**src/hw/rtl/hav_pkg.sv**
```systemverilog
// package for the haversine distance pipeline: constants, atan table and stage types
package hav_pkg;

  localparam int CoordFracBits = 23;
  localparam int DistFracBits  = 8;
  localparam int CordicStages  = 32;
  localparam int RootStages    = 31;

  localparam int LatW  = 31;
  localparam int LonW  = 32;
  localparam int DistW = 34;
  localparam int RadW  = 24;

  // datapath width for cordic and root work, signed
  localparam int DW = 64;

  localparam logic [63:0] Pi60       = 64'h3243F6A8885A308D;
  localparam logic [63:0] HalfDegQ38 = ((Pi60 / 64'd360) + (64'd1 << 21)) >> 22;
  localparam logic signed [DW-1:0] OneQ30    = 64'sd1 <<< 30;
  localparam logic signed [DW-1:0] HalfPiQ30 = DW'((Pi60 + (64'd1 << 30)) >> 31);
  localparam logic signed [DW-1:0] GainQ30   = 64'sh26DD3B6A;
  localparam logic [DistW-1:0] DistMax = {DistW{1'b1}};
  localparam logic [RadW-1:0] RadiusReset = 24'd6371000;

  localparam logic signed [LatW-1:0] LatLim = LatW'(64'd90 << CoordFracBits);
  localparam logic [33:0] Full180 = 34'(64'd180 << CoordFracBits);
  localparam logic [33:0] Full360 = 34'(64'd360 << CoordFracBits);

  // atan(2^-i) in q30, series evaluated at elaboration
  function automatic logic signed [DW-1:0] atan_q30(input int i);
    logic [63:0] s;
    logic [63:0] t;
    int e;
    s = 64'd0;
    if (i == 0) begin
      s = Pi60 >> 2;
    end else begin
      for (int k = 0; k < 64; k++) begin
        e = 60 - i * (2 * k + 1);
        if (e >= 0) begin
          t = (64'd1 << e) / 64'(2 * k + 1);
          if (k % 2 == 1) s = s - t;
          else s = s + t;
        end
      end
    end
    return DW'((s + (64'd1 << 29)) >> 30);
  endfunction

  function automatic logic signed [DW-1:0] clamp01(input logic signed [DW-1:0] v);
    if (v < 0) return '0;
    if (v > OneQ30) return OneQ30;
    return v;
  endfunction

  // half angle of an unsigned coordinate quantity, q30 radians
  function automatic logic signed [DW-1:0] half_angle(input logic [33:0] u);
    logic [63:0] p;
    p = 64'(u) * HalfDegQ38 + (64'd1 << (7 + CoordFracBits));
    return DW'(p >> (8 + CoordFracBits));
  endfunction

  typedef struct packed {
    logic signed [DW-1:0] x;
    logic signed [DW-1:0] y;
    logic signed [DW-1:0] z;
  } cordic_t;

endpackage

```
**src/hw/rtl/hav_root.sv**
```systemverilog
// pipelined restoring square root of a q30 value, one result bit per stage
module hav_root (
  input  logic clk,
  input  logic en,
  input  logic signed [hav_pkg::DW-1:0] v,
  output logic signed [hav_pkg::DW-1:0] root
);
  import hav_pkg::*;

  logic [63:0] n_r [RootStages+1];
  logic [63:0] r_r [RootStages+1];

  assign n_r[0] = 64'(v) << 30;
  assign r_r[0] = '0;

  for (genvar s = 0; s < RootStages; s++) begin : g_stage
    localparam logic [63:0] Bit = 64'd1 << (60 - 2 * s);
    logic [63:0] n_q, r_q, n_nxt, r_nxt;
    always_comb begin
      if (n_r[s] >= r_r[s] + Bit) begin
        n_nxt = n_r[s] - (r_r[s] + Bit);
        r_nxt = (r_r[s] >> 1) + Bit;
      end else begin
        n_nxt = n_r[s];
        r_nxt = r_r[s] >> 1;
      end
    end
    always_ff @(posedge clk) begin
      if (en) begin
        n_q <= n_nxt;
        r_q <= r_nxt;
      end
    end
    assign n_r[s+1] = n_q;
    assign r_r[s+1] = r_q;
  end

  assign root = DW'(r_r[RootStages]);
endmodule

```
**config.mk**
```make
export PLATFORM = sky130hd
export DESIGN_NAME = hav_root
export DESIGN_NICKNAME = d
export VERILOG_FILES = /design/src/hw/rtl/hav_pkg.sv /design/src/hw/rtl/hav_root.sv
export SDC_FILE = /design/constraint.sdc
export NUM_CORES = 2
export LEC_CHECK = 0
export ABC_CLOCK_PERIOD_IN_PS = 3700
export BUFFER_PORTS_ARGS = -buffer_cell sky130_fd_sc_hd__buf_4
export CORE_MARGIN = 10
export CORE_UTILIZATION = 58
export DETAILED_ROUTE_END_ITERATION = 10
export GPL_TIMING_DRIVEN = 1
export PLACE_DENSITY = 0.89
export SKIP_LAST_GASP = 1
export SLEW_MARGIN = 20
export SYNTH_ARGS = -nofsm -noshare
export SYNTH_HDL_FRONTEND = slang
export SYNTH_SLANG_ARGS = --single-unit
```
**constraint.sdc**
```tcl
create_clock -name clk -period 3.7 [get_ports clk]
set_input_delay 0.185 -clock clk [delete_from_list [all_inputs] [get_ports clk]]
set_output_delay 0.185 -clock clk [all_outputs]
set_load 0.02 [all_outputs]
```
# After elaboration in Yosys (flattened, before gate mapping)
# Index checks and enable logic that the tools add are counted.
# op_classes
order_cmp	31
muxes	61
n_addsub	90
# op_table
cell	count
>= comparator 64 bit	30
two-way mux 64 bit	30
two-way mux 63 bit	30
subtractor 64 bit	29
adder 63 x 1 -> 64 bit (second input constant)	1
adder 63 x 11 -> 64 bit (second input constant)	1
adder 63 x 13 -> 64 bit (second input constant)	1
adder 63 x 15 -> 64 bit (second input constant)	1
adder 63 x 17 -> 64 bit (second input constant)	1
adder 63 x 19 -> 64 bit (second input constant)	1
adder 63 x 21 -> 64 bit (second input constant)	1
adder 63 x 23 -> 64 bit (second input constant)	1
adder 63 x 25 -> 64 bit (second input constant)	1
adder 63 x 27 -> 64 bit (second input constant)	1
adder 63 x 29 -> 64 bit (second input constant)	1
adder 63 x 3 -> 64 bit (second input constant)	1
adder 63 x 31 -> 64 bit (second input constant)	1
adder 63 x 33 -> 64 bit (second input constant)	1
adder 63 x 35 -> 64 bit (second input constant)	1
adder 63 x 37 -> 64 bit (second input constant)	1
adder 63 x 39 -> 64 bit (second input constant)	1
adder 63 x 41 -> 64 bit (second input constant)	1
adder 63 x 43 -> 64 bit (second input constant)	1
adder 63 x 45 -> 64 bit (second input constant)	1
43 further kinds	43
# totals
reg_bits	3904
out_inout_bits	64

# Depth between registers and ports, before layout
# depth
depth_word	3
ltp_mapped	15

# Least setup slack after synthesis
# Ideal clock, no wire load.
# synth_timing
kind	register to register
start	register g_stage[24].r_q[12]
end	register g_stage[25].n_q[58] (data pin)
t_arrival_ns	3.519
path_stages_with_launch	14
period_less_slack_ns	3.777
n_path_buf	0
slack_ns	-0.077
path_cell_list	edfxtp_1 inv_1 ha_1 inv_1 fa_1 nor2b_1 o31a_1 o211ai_1 o211a_1 o31a_1 a2111oi_0 nand2_1 or4_1 xnor2_1
# synth_between
elab_chain_len	3
# synth_lines
item	line	text
start: declaration	hav_root.sv:18	logic [63:0] n_q, r_q, n_nxt, r_nxt;
start signal: assignment	hav_root.sv:31	r_q <= r_nxt;
adder 64 x 11 -> 64 bit *	hav_root.sv:20, hav_root.sv:21	
subtractor 64 bit or >= comparator 64 bit (tied branches)	hav_root.sv:21, hav_root.sv:20	
two-way mux 64 bit *	hav_root.sv:20	if (n_r[s] >= r_r[s] + Bit) begin
named net g_stage[25].n_nxt[58]	hav_root.sv:18	
end signal: assignment	hav_root.sv:30	n_q <= n_nxt;
end: declaration	hav_root.sv:18	
# Mark *: on every way through the listed nets, which the timed path passes. The rest lies on a longest branch.
# A chain may end at the register's enable or synchronous reset.

# Final worst setup path
# layout_timing
start	register g_stage[16].n_q[52]
end	register g_stage[17].n_q[36] (data pin)
# layout_between
elab_chain_len	2
# layout_lines
item	line
start: declaration	hav_root.sv:18
start signal: assignment	hav_root.sv:30
>= comparator 64 bit	hav_root.sv:20
two-way mux 64 bit	hav_root.sv:20
named net g_stage[17].n_nxt[36]	hav_root.sv:18
end signal: assignment	hav_root.sv:30
end: declaration	hav_root.sv:18
# The timed path passes the listed nets, and every way through them passes these cells.

==> reports/metrics.csv <==
stage;metric;value;unit
global_routing;grt_antenna_before_repair;4;
detailed_routing;viasPerCell;6.20;
setup_path;crit_path_end;g_stage[17].n_q[36];
detailed_routing;vias;66365;
yosys;synth-seq-area-share;56.2;%
setup_path;cp_max_fo;19;
setup_path;arrival;4.28;ns
global_routing;grt.total_usage;24.5;%
placed_design;place_hpwl;154;mm
yosys;yosysWarnings;0;
power_and_ir_drop;clkPwrFrac;29.7;%
sta;finClkSkew;0.101;ns
global_routing;grt_pass1_vias;66537;
finish;layout-drive-gt1-share;9.64;%
setup_path;worstSetupStartpoint;g_stage[16].n_q[52];
sta;tightest_slew;1.14;ns
setup_path;endpoint_kind;flip-flop;
power_and_ir_drop;p_seq_share;45.4;%
detailed_routing;avgRoutedWirePerCell;20.8;µm
sta;maxSlewHeadroom;23.1;%
setup_path;reg2reg_slack;-0.02;ns
sta;fin_ws;-0.0159;ns
die;die_width;417;µm
finish;seqCellArea;0.0514;mm²
outcome;violations;setup timing;
yosys;ys.flop_type;edfxtp_1;
die;io_pins;130;
clock_tree;cts_buffer_depth;3;
yosys;ys_ff_latch;1712;
sta;rsz0062_at_grt;true;
power_and_ir_drop;powerDensity;577;mW/mm²
power_and_ir_drop;p_int;40.8;mW
setup_path;reg2reg_to;g_stage[17].n_q[36];
detailed_routing;remaining_drc_errors;0;
die;rows;145;
power_and_ir_drop;power_frac_comb;24.9;%
sta;fin_crit_sh;100;%
setup_path;start_kind;flip-flop;
yosys;ys_top_cells_by_count;1712 x edfxtp_1, 764 x nand2_1, 658 x inv_1, 577 x o21ai_0, 496 x ha_1;
finish;nets;9077;
finish;multi_input_area;0.0377;mm²
sta;drv_slew;0;
clock_tree;cts_buffers;174;
power_and_ir_drop;vdd_drop_max;0.000491;V
die;initial_core_util;58.4;%
setup_path;reg2reg_depth;11;
global_routing;grt_pass1_wl;348;mm
die;core;0.157;mm²
yosys;synthDominantCellAreaShare;56.2;%
run;maxCapViolations;0;
worst_hold_path;hp-class;input port to flip-flop;
sta;fin_crit;3.72;ns
sta;finalSetupViolations;1;
finish;area_delta_synth_final;12.9;%
global_routing;grt_max_degree;151;
die;die_h;417;µm
clock_tree;htreeDepth;4;
detailed_routing;drtIter0Drc;7558;
yosys;synth-async-reset-ratio;0;%
yosys;yosysMostFrequentCell;edfxtp_1;
setup_path;rr_startpoint;g_stage[16].n_q[52];
clock_tree;cts_tree;built;
clock_tree;cts.sinks;1712;
die;dieArea;0.174;mm²
yosys;synth_edf_count;1712;
power_and_ir_drop;finalPower;59.6;mW
yosys;postSynthAreaPerCell;11.3;µm²
detailed_routing;routed_wl;223;mm
clock_tree;cts.clk_slew.worst_paths;0.08;ns
yosys;synth.distinct_cells;85;
setup_path;criticalPathCategory;flip-flop to flip-flop;
sta;max_clock_freq;269;MHz
yosys;syn_area;0.0915;mm²
yosys;synth_cells;8097;
outcome;status;complete, but fails checks;
clock_tree;root_buffer;clkbuf_16;
global_routing;grt_overflow;0;
power_and_ir_drop;sw_frac_of_total;31.5;%
sta;setup_tns;-0.0159;ns
finish;nFillCells;10644;
power_and_ir_drop;leakagePower;39.4;nW
yosys;ys_top_cells_by_area;edfxtp_1 56%, ha_1 6.8%, xor2_1 4.3%;
detailed_routing;ant_nets;0;
power_and_ir_drop;switchingPower;18.8;mW
placed_design;gp_congestion;0.971;
placed_design;portBuffers;66;
clock_tree;clk_latency;0.85;ns
detailed_routing;dr.pass1.iters;9;
setup_path;cp.required;4.26;ns
yosys;synth_top_area_cell;edfxtp_1;
sta;hold_viol_final;0;
stage by stage:
stage	instance area (µm²)	hold slack (ns)	instances	util [%]	worst slack [ns]
2_1_floorplan	91600	0.284	8129	-	0.00662
3_3_place_gp	96100	0.372	10322	61.4	-0.363
3_5_place_dp	96100	0.375	10322	61.4	-0.350
4_1_cts	102000	0.00131	10684	65.5	-0.0224
5_1_grt	103000	0.0210	10703	65.9	-0.152
6_report	103000	0.0439	10703	65.9	-0.0159
flip-flops by register name, indices dropped and copies added, names as in the netlist:
name,cells
g_stage.n_q,1216
root,31
g_stage.r_q,465
final cells by class:
type	count	area share, %
multi-input cells	5561	36.5
repair buffers	391	3.19
clock inverters	106	1.23
well taps	2058	2.49
inverters	661	2.40
diodes	2	0.00485
flip-flops and latches	1712	49.8
clock buffers	212	4.36
per-layer routing:
metal,up-vias,GRT usage [%],wire length [µm]
met1,31638,27.4,79100
met4,2,11.9,11600
li1,30508,-,-
met5,-,0,13
met3,826,4.08,16600
met2,3391,44.9,115000
placed cells by master, fill, tap and decap left out, types with 84 or more instances in the layout:
| cell | instances |
|---|---|
| o21a_1 | 84 |
| nor4_1 | 173 |
| nor2_1 | 469 |
| or3_1 | 112 |
| nor3_1 | 263 |
| xnor2_1 | 366 |
| a21o_1 | 149 |
| nand2b_1 | 97 |
| xor2_1 | 453 |
| ha_1 | 493 |
| nand3_1 | 119 |
| buf_4 | 327 |
| inv_1 | 658 |
| nand2_1 | 763 |
| clkbuf_16 | 174 |
| edfxtp_1 | 1712 |
| o21ai_0 | 559 |
| a21oi_1 | 415 |
power groups by stage:
stage / Combinational, mW / Sequential [mW] / Clock [mW]
finish: 14.8 / 27.1 / 17.7
CTS: 14.2 / 26.9 / 17.8
detailed placement: 13.9 / 27.3 / 0
global placement: 13.5 / 27.2 / 0
floorplan: 9.94 / 26.4 / 0
global route: 16.2 / 27.3 / 18.7
how the worst min path moves through the flow:
stage | depth (start not counted) | end | slack, ns | startpoint
after floorplan | 0 | g_stage[0].n_q[30] | 0.28 | v[0]
after global placement | 1 | g_stage[0].n_q[54] | 0.37 | v[24]
after detailed placement | 1 | g_stage[0].n_q[46] | 0.37 | v[16]
after CTS | 2 | g_stage[0].n_q[49] | 0.001 | v[19]
after global routing | 2 | g_stage[0].n_q[35] | 0.02 | v[5]
final | 2 | g_stage[0].n_q[50] | 0.04 | v[20]
critical path, cell delays in order (launching register included):
cell,delay [ns]
edfxtp_1,0.42
nor4_4,0.31
or4b_4,0.50
or4_4,0.45
or4_4,0.43
or4_4,0.45
nor4_4,0.28
buf_6,0.16
inv_2,0.05
buf_4,0.20
nor2_1,0.13
a21oi_1,0.06
repair_timing:
| item | CTS | global route |
|---|---|---|
| pin swaps | 7 | 33 |
| hold buffers | 40 | 0 |
| setup endpoints to repair | 125 | 317 |
| gates cloned | 0 | 1 |
| resized for setup | 46 | 128 |
| hold endpoints to repair | 59 | 0 |
| buffers inserted | 4 | 17 |
logic make-up (layout without fill, tap and decap cells):
family                   count (synthesis)  after routing  synth area share [%]
XOR/XNOR                               819            819                  7.84
AND/OR/NAND/NOR                       2454           2454                  13.2
flip-flops                            1712           1712                  56.2
other                                    1             35               0.00410
adder cells (fa/ha/maj)                510            510                  7.09
AO/OA/AOI/OAI                         1696           1697                  11.4
buffers and inverters                  857           1370                  3.67
multiplexers                            48             48                 0.576
Power figures use the tool's default switching activity.
